$ cat config.mk
export PLATFORM = sky130hd
export DESIGN_NAME = substring_first_match_unit
export DESIGN_NICKNAME = d
export VERILOG_FILES = /design/src/sfm_pkg.sv /design/src/sfm_cfg.sv /design/src/sfm_window.sv /design/src/substring_first_match_unit.sv
export SDC_FILE = /design/constraint.sdc
export NUM_CORES = 1
export LEC_CHECK = 0
export ABC_AREA = 1
export BUFFER_PORTS_ARGS = -buffer_cell sky130_fd_sc_hd__buf_2
export CORE_MARGIN = 2
export CORE_UTILIZATION = 35
export DETAILED_ROUTE_END_ITERATION = 10
export PLACE_DENSITY = 0.56
export SYNTH_ARGS = -nofsm -noshare
export SYNTH_HDL_FRONTEND = slang
export SYNTH_SLANG_ARGS = --single-unit
$ cat constraint.sdc
create_clock -name clk -period 10.05 [get_ports clk]
set_clock_uncertainty 0.05 [all_clocks]
set_input_delay 0.5025 -clock clk [delete_from_list [all_inputs] [get_ports clk]]
set_output_delay 0.5025 -clock clk [all_outputs]
set_load 0.05 [all_outputs]
$ cat src/sfm_pkg.sv
// shared constants and types for the substring first match unit
package sfm_pkg;

  localparam int MAX_PATTERN   = 16;
  localparam int INDEX_BITS    = 16;
  localparam int CHAR_W        = 8;
  localparam int PLEN_REG_W    = 5;
  localparam int LEN_W         = $clog2(MAX_PATTERN + 1);
  localparam int WIN_IDX_W     = (MAX_PATTERN > 1) ? $clog2(MAX_PATTERN) : 1;
  localparam int PAT_WORD_W    = 64;
  localparam int PAT_WORD_BYTES = PAT_WORD_W / CHAR_W;
  localparam int CFG_INDEX_W   = 2;
  localparam int MATCH_INDEX_W = 16;
  localparam int S_TDATA_W     = 8;
  localparam int M_TDATA_W     = 24;

  typedef logic [CHAR_W-1:0]        char_t;
  typedef logic [LEN_W-1:0]         len_t;
  typedef logic [INDEX_BITS-1:0]    index_t;
  typedef logic [MATCH_INDEX_W-1:0] match_index_t;

  localparam char_t  TERMINATOR = '0;
  localparam index_t IDX_MAX    = '1;

  typedef enum logic [CFG_INDEX_W-1:0] {
    REG_PATTERN_LENGTH = 2'd0,
    REG_PATTERN_LOW    = 2'd1,
    REG_PATTERN_HIGH   = 2'd2
  } cfg_reg_t;

  typedef struct packed {
    logic step;
    logic clear;
  } win_ctrl_t;

endpackage

$ cat src/sfm_cfg.sv
// configuration registers: pattern length and pattern bytes
module sfm_cfg (
  input  logic                                clk,
  input  logic                                rst,
  input  logic                                cfg_valid,
  output logic                                cfg_ready,
  input  logic [sfm_pkg::CFG_INDEX_W-1:0]     cfg_index,
  input  logic [sfm_pkg::PAT_WORD_W-1:0]      cfg_data,
  output sfm_pkg::len_t                       pat_len,
  output sfm_pkg::char_t                      pat [sfm_pkg::MAX_PATTERN]
);

  logic [sfm_pkg::PLEN_REG_W-1:0] pattern_length;
  logic [sfm_pkg::PAT_WORD_W-1:0] pattern_low;
  logic [sfm_pkg::PAT_WORD_W-1:0] pattern_high;

  assign cfg_ready = 1'b1;

  always_ff @(posedge clk) begin
    if (rst) begin
      pattern_length <= '0;
      pattern_low    <= '0;
      pattern_high   <= '0;
    end else if (cfg_valid) begin
      case (sfm_pkg::cfg_reg_t'(cfg_index))
        sfm_pkg::REG_PATTERN_LENGTH: begin
          pattern_length <= cfg_data[sfm_pkg::PLEN_REG_W-1:0];
        end
        sfm_pkg::REG_PATTERN_LOW: begin
          pattern_low <= cfg_data;
        end
        sfm_pkg::REG_PATTERN_HIGH: begin
          pattern_high <= cfg_data;
        end
        default: begin
        end
      endcase
    end
  end

  // lengths above the window depth use the whole window
  always_comb begin
    if (pattern_length > sfm_pkg::PLEN_REG_W'(sfm_pkg::MAX_PATTERN)) begin
      pat_len = sfm_pkg::len_t'(sfm_pkg::MAX_PATTERN);
    end else begin
      pat_len = sfm_pkg::len_t'(pattern_length);
    end
  end

  for (genvar k = 0; k < sfm_pkg::MAX_PATTERN; k++) begin : g_pat
    if (k < sfm_pkg::PAT_WORD_BYTES) begin : g_low
      assign pat[k] = pattern_low[sfm_pkg::CHAR_W*k +: sfm_pkg::CHAR_W];
    end else begin : g_high
      assign pat[k] =
        pattern_high[sfm_pkg::CHAR_W*(k-sfm_pkg::PAT_WORD_BYTES) +: sfm_pkg::CHAR_W];
    end
  end

endmodule

$ cat src/sfm_window.sv
// character window with fill count and parallel compare against the pattern
module sfm_window (
  input  logic               clk,
  input  logic               rst,
  input  sfm_pkg::win_ctrl_t ctrl,
  input  sfm_pkg::char_t     text_char,
  input  sfm_pkg::len_t      pat_len,
  input  sfm_pkg::char_t     pat [sfm_pkg::MAX_PATTERN],
  output logic               hit
);

  sfm_pkg::char_t window     [sfm_pkg::MAX_PATTERN];
  sfm_pkg::char_t window_next[sfm_pkg::MAX_PATTERN];
  sfm_pkg::len_t  fill;
  sfm_pkg::len_t  fill_next;

  // newest character at entry 0
  always_comb begin
    window_next[0] = text_char;
    for (int j = 1; j < sfm_pkg::MAX_PATTERN; j++) begin
      window_next[j] = window[j-1];
    end
    if (fill < sfm_pkg::len_t'(sfm_pkg::MAX_PATTERN)) begin
      fill_next = fill + sfm_pkg::len_t'(1);
    end else begin
      fill_next = fill;
    end
  end

  // entry j pairs with pattern byte len-1-j
  always_comb begin
    sfm_pkg::len_t k;
    logic          eq;
    k  = '0;
    eq = 1'b1;
    for (int j = 0; j < sfm_pkg::MAX_PATTERN; j++) begin
      k = pat_len - sfm_pkg::len_t'(1) - sfm_pkg::len_t'(j);
      if ((sfm_pkg::len_t'(j) < pat_len) &&
          (window_next[j] != pat[k[sfm_pkg::WIN_IDX_W-1:0]])) begin
        eq = 1'b0;
      end
    end
    hit = eq && (fill_next >= pat_len);
  end

  always_ff @(posedge clk) begin
    if (rst) begin
      fill <= '0;
    end else if (ctrl.clear) begin
      fill <= '0;
    end else if (ctrl.step) begin
      fill <= fill_next;
    end
  end

  always_ff @(posedge clk) begin
    if (ctrl.step) begin
      window <= window_next;
    end
  end

endmodule

$ cat src/substring_first_match_unit.sv
// top level: input register, match control and result register
// a character is held in the input register and its result in the result register
// throughput: one character per cycle while the result output is not stalled;
// each step is the window shift and parallel compare against all pattern bytes
// reset: clears the pattern registers, the window fill, the character count
// and all valid flags; the window bytes themselves are not cleared
module substring_first_match_unit (
  input  logic                                clk,
  input  logic                                rst,
  input  logic                                s_tvalid,
  output logic                                s_tready,
  input  logic [sfm_pkg::S_TDATA_W-1:0]       s_tdata,   // text_char
  output logic                                m_tvalid,
  input  logic                                m_tready,
  output logic [sfm_pkg::M_TDATA_W-1:0]       m_tdata,   // found, match_index, index_saturated, zero pad
  input  logic                                cfg_valid,
  output logic                                cfg_ready,
  input  logic [sfm_pkg::CFG_INDEX_W-1:0]     cfg_index,
  input  logic [sfm_pkg::PAT_WORD_W-1:0]      cfg_data
);

  sfm_pkg::len_t       pat_len;
  sfm_pkg::char_t      pat [sfm_pkg::MAX_PATTERN];

  logic                s1_valid;
  sfm_pkg::char_t      s1_char;

  sfm_pkg::index_t     chars_seen;
  sfm_pkg::index_t     chars_seen_next;
  logic                answered;
  logic                answered_next;
  logic                count_saturated;
  logic                count_saturated_next;

  logic                adv;
  logic                hit;
  sfm_pkg::win_ctrl_t  wctrl;

  logic                res_valid;
  logic                res_found;
  sfm_pkg::index_t     res_index;
  logic                res_sat;

  logic                found;
  sfm_pkg::match_index_t match_index;
  logic                index_saturated;

  sfm_cfg u_cfg (
    .clk       (clk),
    .rst       (rst),
    .cfg_valid (cfg_valid),
    .cfg_ready (cfg_ready),
    .cfg_index (cfg_index),
    .cfg_data  (cfg_data),
    .pat_len   (pat_len),
    .pat       (pat)
  );

  sfm_window u_window (
    .clk       (clk),
    .rst       (rst),
    .ctrl      (wctrl),
    .text_char (s1_char),
    .pat_len   (pat_len),
    .pat       (pat),
    .hit       (hit)
  );

  assign adv      = s1_valid && (!m_tvalid || m_tready);
  assign s_tready = !s1_valid || adv;

  always_ff @(posedge clk) begin
    if (rst) begin
      s1_valid <= 1'b0;
    end else if (s_tready) begin
      s1_valid <= s_tvalid;
    end
  end

  always_ff @(posedge clk) begin
    if (s_tready && s_tvalid) begin
      s1_char <= s_tdata[sfm_pkg::CHAR_W-1:0];
    end
  end

  always_comb begin
    logic is_term;
    is_term              = (s1_char == sfm_pkg::TERMINATOR);
    wctrl                = '0;
    res_valid            = 1'b0;
    res_found            = 1'b0;
    res_index            = '0;
    res_sat              = 1'b0;
    chars_seen_next      = chars_seen;
    answered_next        = answered;
    count_saturated_next = count_saturated;

    if (!answered && (pat_len == '0)) begin
      // empty pattern matches at the start
      res_valid = 1'b1;
      res_found = 1'b1;
      if (is_term) begin
        wctrl.clear          = 1'b1;
        chars_seen_next      = '0;
        count_saturated_next = 1'b0;
      end else begin
        answered_next = 1'b1;
      end
    end else if (is_term) begin
      res_valid            = !answered;
      res_sat              = count_saturated;
      wctrl.clear          = 1'b1;
      chars_seen_next      = '0;
      answered_next        = 1'b0;
      count_saturated_next = 1'b0;
    end else if (!answered) begin
      wctrl.step = 1'b1;
      if (chars_seen == sfm_pkg::IDX_MAX) begin
        count_saturated_next = 1'b1;
      end else begin
        chars_seen_next = chars_seen + sfm_pkg::index_t'(1);
      end
      if (hit) begin
        res_valid     = 1'b1;
        res_found     = 1'b1;
        answered_next = 1'b1;
        if (count_saturated) begin
          res_index = sfm_pkg::IDX_MAX;
          res_sat   = 1'b1;
        end else begin
          res_index = chars_seen + sfm_pkg::index_t'(1) - sfm_pkg::index_t'(pat_len);
        end
      end
    end

    if (!adv) begin
      wctrl                = '0;
      res_valid            = 1'b0;
      chars_seen_next      = chars_seen;
      answered_next        = answered;
      count_saturated_next = count_saturated;
    end
  end

  always_ff @(posedge clk) begin
    if (rst) begin
      chars_seen      <= '0;
      answered        <= 1'b0;
      count_saturated <= 1'b0;
      m_tvalid        <= 1'b0;
    end else begin
      chars_seen      <= chars_seen_next;
      answered        <= answered_next;
      count_saturated <= count_saturated_next;
      if (adv) begin
        m_tvalid <= res_valid;
      end else if (m_tready) begin
        m_tvalid <= 1'b0;
      end
    end
  end

  always_ff @(posedge clk) begin
    if (adv && res_valid) begin
      found           <= res_found;
      match_index     <= sfm_pkg::match_index_t'(res_index);
      index_saturated <= res_sat;
    end
  end

  assign m_tdata = sfm_pkg::M_TDATA_W'({index_saturated, match_index, found});

  // a terminator always leaves a cleared string state
  a_term_clears: assert property (@(posedge clk) disable iff (rst)
    adv && (s1_char == sfm_pkg::TERMINATOR) |=> !answered && (chars_seen == '0)
      && !count_saturated)
    else $error("state not cleared after terminator");

  // the count only saturates at its maximum
  a_sat_at_max: assert property (@(posedge clk) disable iff (rst)
    count_saturated |-> chars_seen == sfm_pkg::IDX_MAX)
    else $error("saturation flag without full count");

  // a not found result carries index zero
  a_miss_index: assert property (@(posedge clk) disable iff (rst)
    m_tvalid && !found |-> match_index == '0)
    else $error("not found result with nonzero index");

endmodule

# [After elaboration in Yosys (flattened, before gate mapping)]
# Cells that the tools add are included.
# W data, S select, Z words.
[word_totals] ff_bits=304 out_inout_bits=27
[op_classes] order_cmp=35 mux=98 bitwise=17 add_sub_neg=19 n_eq_ne=23 n_reduce_logical=39
[op_table] cell="$bmux W8 S4" n=16
[op_table] cell="$mux W8" n=32
[op_table] cell="$ne A8 B8 Y1" n=16
[op_table] cell="$mux W16" n=6
[op_table] cell="$ge A5 B5 Y1 const B" n=16
[op_table] cell="$not A4 Y5" n=16
[op_table] cell="$mux W1" n=41
[op_table] cell="$lt A4 B5 Y1 const A" n=8
[op_table] cell="$sub A4 B4 Y4 const B" n=8
[op_table] cell="$logic_and A1 B1 Y1" n=21
[op_table] cell="$lt A3 B5 Y1 const A" n=4
[op_table] cell="$add A16 B1 Y16 const B" n=1
[op_table] cell="$eq A16 B16 Y1 const B" n=1
[op_table] cell="$sub A16 B5 Y16" n=1
[op_table] cell="$sub A4 B3 Y4 const B" n=4
[op_table] cell="$lt A1 B5 Y1 const A" n=2
[op_table] cell="$lt A2 B5 Y1 const A" n=2
[op_table] cell="$mux W5" n=2
[op_table] cell="$logic_not A8 Y1" n=1
[op_table] cell="$reduce_and A2 Y1" n=4
[op_table] cell="$reduce_and A4 Y1" n=2
[op_table] cell="$sub A4 B1 Y4 const B" n=2
[op_table] cell="$sub A4 B2 Y4 const B" n=2
[op_table] cell="$ne A2 B2 Y1 const B" n=3
[op_table] cell="16 further kinds" n=20

# [Logic depth before layout (Yosys ltp)]
[depth] word_depth=32 mapped_depth=36 mapped_depth_nobuf=29

# [Modules after synthesis]
# From an unflattened synthesis, not the netlist that was laid out.
[hier_totals] cells_unflattened=3752 hier_area_um2=22751.8
[by_module_without_submodules] mod="sfm_window" instances=1 area_each_um2=14252.4 cells_per_inst=2514 seq_area_each_um2=3703.6
[by_module_without_submodules] mod="sfm_cfg" instances=1 area_each_um2=5584.1 cells_per_inst=860 seq_area_each_um2=2662.6
[by_module_without_submodules] mod="substring_first_match_unit" instances=1 area_each_um2=2915.3 cells_per_inst=378 seq_area_each_um2=1181.1

# [Worst setup path after synthesis]
# Ideal clock, no wire load.
[synth_path] path_kind="flip-flop to flip-flop" startpoint="register u_cfg.pattern_length[4] (netlist bit)" endpoint="register u_window.fill[1]" path_stages_with_launch=14 setup_ns=0.132 arrival_ns=7.669 setup_slack_ns=2.199 synth_period_minus_slack_ns=7.851 path_buffers=4 path_cell_list="dfxtp_1 > buf_6 > inv_4 > buf_6 > nand2_2 > buf_4 > buf_2 > ha_1 > nand3_1 > nand2_1 > nor2_1 > inv_1 > o21ai_0 > a21oi_1"
[synth_lines] element="from (decl)" line="sfm_cfg.sv:13" text="logic [sfm_pkg::PLEN_REG_W-1:0] pattern_length;"
[synth_lines] element="from (signal assigned)" line="sfm_cfg.sv:27" text="pattern_length <= cfg_data[sfm_pkg::PLEN_REG_W-1:0];"
[synth_lines] element="to (signal assigned)" line="sfm_window.sv:52" text="fill <= fill_next;"
[synth_lines] element="to (decl)" line="sfm_window.sv:14" text="sfm_pkg::len_t fill;"

# [Worst setup path in the final report]
[layout_path] startpoint="register u_cfg.pattern_length[4] (netlist bit)" endpoint="register match_index[6] (enable)"
[layout_via] elab_chain_len=32 elab_cells_between_ends=156 classes_between="add/sub: 16; order compare: 18; eq/ne: 16; mux: 70; bitwise: 16; reduce/logical: 20"
[layout_rtl] element="$gt A5 B5 Y1" line="sfm_cfg.sv:43" text="if (pattern_length > sfm_pkg::PLEN_REG_W'(sfm_pkg::MAX_PATTERN)) begin"
[layout_rtl] element="$mux W5 *" line="sfm_cfg.sv:43"
[layout_rtl] element="$sub A4 B1 Y4" line="sfm_window.sv:37" text="k = pat_len - sfm_pkg::len_t'(1) - sfm_pkg::len_t'(j);"
[layout_rtl] element="$sub A4 B1 Y4 or $not A4 Y5 (tied branches)" line="sfm_window.sv:37, sfm_window.sv:39"
[layout_rtl] element="$not A4 Y5 (not written as such) or $bmux W8 S4 (tied branches)" line="sfm_window.sv:39" text="(window_next[j] != pat[k[sfm_pkg::WIN_IDX_W-1:0]])) begin"
[layout_rtl] element="$bmux W8 S4 or $mux W8 (tied branches)" line="sfm_window.sv:39"
[layout_rtl] element="$mux W8 (not written as such)" line="sfm_window.sv:39"
[layout_rtl] element="$mux W8 (not written as such) or $ne A8 B8 Y1 (tied branches)" line="sfm_window.sv:39"
[layout_rtl] element="[... 2 more ...]"
[layout_rtl] element="$mux W1 (15 in series)" line="sfm_window.sv:38" text="if ((sfm_pkg::len_t'(j) < pat_len) &&"
[layout_rtl] element="$logic_and A1 B1 Y1" line="sfm_window.sv:43" text="hit = eq && (fill_next >= pat_len);"
[layout_rtl] element="$mux W1" line="substring_first_match_unit.sv:123" text="if (hit) begin"
[layout_rtl] element="$mux W1" line="substring_first_match_unit.sv:116" text="end else if (!answered) begin"
[layout_rtl] element="$mux W1" line="substring_first_match_unit.sv:109" text="end else if (is_term) begin"
[layout_rtl] element="$mux W1 *" line="substring_first_match_unit.sv:98" text="if (!answered && (pat_len == '0)) begin"
[layout_rtl] element="$mux W1 *" line="substring_first_match_unit.sv:136" text="if (!adv) begin"
[layout_rtl] element="$logic_and A1 B1 Y1 *" line="substring_first_match_unit.sv:164" text="if (adv && res_valid) begin"
[layout_rtl] element="to (signal assigned)" line="substring_first_match_unit.sv:166" text="match_index <= sfm_pkg::match_index_t'(res_index);"
[layout_rtl] element="to (decl)" line="substring_first_match_unit.sv:45" text="sfm_pkg::match_index_t match_index;"
# Every way passes the cells marked *; elsewhere a longest branch is shown, timed or not. The select of a mux whose other input is x is not followed.
# A chain may end at the register's enable or synchronous reset.

==> flow_metrics.env <==
export IMPL_status="complete, no violations"
export IMPL_dp_cells=4043
export IMPL_grt_pass1_vias=20900
export IMPL_ir_drop_mv=0.134
export IMPL_final_util=0.388
export IMPL_die_w_um=250
export IMPL_io_buffers=98
export IMPL_min_period_ns=7.16
export IMPL_synth_cells=3318
export IMPL_hold_path_class="in2reg"
export IMPL_hold_buffers=0
export IMPL_power_uw=4170
export IMPL_worstHoldStart="s_tdata[4]"
export IMPL_final_cells=4115
export IMPL_worstHoldPathCells=1
export IMPL_first_pass_iters=7
export IMPL_crit_required_ns=10.19
export IMPL_setup_tns_ns=0
export IMPL_rows=90
export IMPL_cap_violations=0
export IMPL_drc=0
export IMPL_grt_pass1_wl_mm=133
export IMPL_synth_distinct_cells=43
export IMPL_clock_path_buffers=3
export IMPL_postCtsSetupBuffers=0
export IMPL_place_hpwl_mm=67.9
export IMPL_routed_via_density=5.50
export IMPL_synth_edf_count=146
export IMPL_antenna_found_initial=1
export IMPL_clkLatencyLatePin_ns=0.58
export IMPL_p_leak_uw=0.0108
export IMPL_die_area_sq_um=62400
export IMPL_finalSetupViolCount=0
export IMPL_crit_start="u_cfg.pattern_length[4]$_SDFFE_PP0P_"
export IMPL_worstSetupStartpointType="flop"
export IMPL_rr_startpoint="u_cfg.pattern_length[4]$_SDFFE_PP0P_"
export IMPL_grt_setup_unrepaired="no"
export IMPL_finalHoldViolCount=0
export IMPL_post_route_period_util=0.712
export IMPL_postSynth_asyncResetShare=0
export IMPL_fmax_ghz=0.140
export IMPL_maxSlewHeadroom=0.324
export IMPL_drt_initial_drc_count=2544
export IMPL_p_per_area_nw_per_um2=179
export IMPL_end_kind="flop"
export IMPL_grt_max_degree=76
export IMPL_routed_via_count=22600
export IMPL_rr_worst_depth=24
export IMPL_area_delta_synth_final_pct=10.2
export IMPL_synth_seq_cells=304
export IMPL_clkSinkCount=304
export IMPL_drt_wirelength_per_cell_um=21.8
export IMPL_routed_wl_mm=89.7
export IMPL_ios=106
export IMPL_cts_max_level=2
export IMPL_cts_reportedPaths_clkPinSlew_ns=0.06
export IMPL_grt_util_all_layers=0.283
export IMPL_fin_ws_ns=2.89
export IMPL_place_ws_ns=3.11
export IMPL_drive_gt1_frac=0.0690
export IMPL_worstPathArrival_ns=7.30
export IMPL_netlist_area_sq_um=21100
export IMPL_n_antenna_cell=0
export IMPL_cts_tree="built"
export IMPL_grt_overflow=0
export IMPL_initial_utilization=0.352
export IMPL_globalplace_congestion=1.05
export IMPL_cts_buffers=39
export IMPL_final_antenna_net_count=0
export IMPL_seq_area_frac_synth=0.357
export IMPL_path_class="reg2reg"
export IMPL_worst_slew_pin_slew_ns=1.01
export IMPL_final_max_slew_violation_count=0
export IMPL_cts_resized=0
export IMPL_nets=3402
export IMPL_die_h_um=250
export IMPL_ys_warn_count=0
export IMPL_crit_path_max_fanout=74
export IMPL_syn_area_per_cell_sq_um=6.37
export IMPL_root_buffer="clkbuf_16"
export IMPL_ys_flop_type="dfxtp_1"
export IMPL_core_area_sq_um=60000
cells by family after synthesis:
group	synth area share
flops	0.357
compound gates	0.0641
xor+xnor	0.0149
other cells	0.000355
simple gates	0.469
fa+ha+maj	0.0128
buf+inv	0.0822
metrics by stage:
stage | hold slack [ns] | cell area [sq um]
2_1_floorplan | 0.376 | 21200
3_3_place_gp | 0.394 | 21900
3_5_place_dp | 0.399 | 21900
4_1_cts | 0.0438 | 23300
5_1_grt | 0.0517 | 23300
6_report | 0.0703 | 23300
layer usage:
layer / vias up / GRT usage / share of wire
li1: 10800 / - / -
met1: 10600 / 0.368 / 0.42
met2: 983 / 0.440 / 0.43
met3: 227 / 0.0600 / 0.085
met4: 2 / 0.154 / 0.063
met5: - / 0 / 0.00014
path summary, 6_finish.rpt:
path / slack [ns] / end
max: 2.89 / match_index[6]$_SDFFCE_PP0P_
max reg2reg: 2.89 / match_index[6]$_SDFFCE_PP0P_
min reg2reg: 0.41 / u_window.window[20]$_DFFE_PP_
min: 0.07 / s1_char[4]$_DFFE_PP_
sequential cells by signal, indices dropped and copies added, names as in the netlist:
register and cells:
answered 1, s1_char 8, chars_seen 16, u_window.fill 5
count_saturated 1, found 1, u_cfg.pattern_high 64, u_cfg.pattern_low 64
m_tvalid 1, u_window.window 120, match_index 16, index_saturated 1
s1_valid 1, u_cfg.pattern_length 5
placed cells by master (no fill, tap or decap), types with 26 or more instances in the layout:
master,n
inv_1,202
a21oi_1,109
clkbuf_16,42
buf_4,26
nand3b_1,53
nor2_1,142
a211oi_1,69
nand3_1,597
nand2_1,1452
edfxtp_1,146
buf_2,97
nand4_1,36
dfxtp_1,157
worst max-delay path: stages, from the launching register on:
cell and delay [ns]:
dfxtp_1 0.45, inv_4 0.64, nand2_4 0.67, ha_1 0.49
inv_1 0.08, nand2_1 0.10, nand2_2 0.11, buf_4 0.40
ha_1 0.75, clkinv_1 0.83, nand3_1 0.30, nand2_1 0.10
nand2_1 0.09, nand2_1 0.09, xnor2_1 0.21, nand2_1 0.07
nor2_1 0.13, nand2_1 0.06, nand2_1 0.07, a21oi_1 0.07
nor2_2 0.13, nand2_2 0.12, nand2_1 0.08, nand2_1 0.07
inv_1 0.54
report_power, final:
part           total [uW]  switching, uW  internal, uW
Sequential           1420           55.4          1360
Combinational        1250            924           327
Clock                1500            590           909
Total                4170           1570          2600
area by class of cell:
class	count	area (sq um)
Fill cell	6585	36700
Multi-Input combinational cell	2619	11900
Sequential cell	304	7550
Clock buffer	54	1120
Tap cell	782	978
Inverter	215	810
Timing Repair Buffer	123	681
Clock inverter	18	235
cell usage after synthesis (2+ instances only):
| master | number | area, sq um |
|---|---|---|
| nand2_4 | 2 | 22.5 |
| nor3b_1 | 2 | 15.0 |
| nor3_1 | 8 | 40.0 |
| buf_4 | 22 | 165 |
| nor2_1 | 143 | 537 |
| nand3_1 | 599 | 3000 |
| dfxtp_1 | 158 | 3160 |
| clkbuf_1 | 88 | 330 |
| nand3b_1 | 53 | 398 |
| ha_1 | 20 | 250 |
| o21ai_1 | 17 | 85.1 |
| buf_2 | 48 | 240 |
| conb_1 | 2 | 7.51 |
| inv_1 | 203 | 762 |
| edfxtp_1 | 146 | 4380 |
| nor4_1 | 4 | 25.0 |
| o21ai_0 | 21 | 105 |
| clkinv_1 | 3 | 11.3 |
| buf_1 | 15 | 56.3 |
| a211oi_1 | 69 | 518 |
| inv_2 | 8 | 30.0 |
| nand2_2 | 10 | 62.6 |
| xnor2_1 | 13 | 114 |
| o21a_1 | 2 | 15.0 |
| nand2_1 | 1452 | 5450 |
| buf_6 | 12 | 135 |
| o211ai_1 | 3 | 22.5 |
| nand4_1 | 36 | 225 |
| a21oi_1 | 110 | 551 |
| nor2_2 | 14 | 87.6 |
| xor2_1 | 23 | 201 |
No activity file was read; power rests on OpenSTA's default activity.
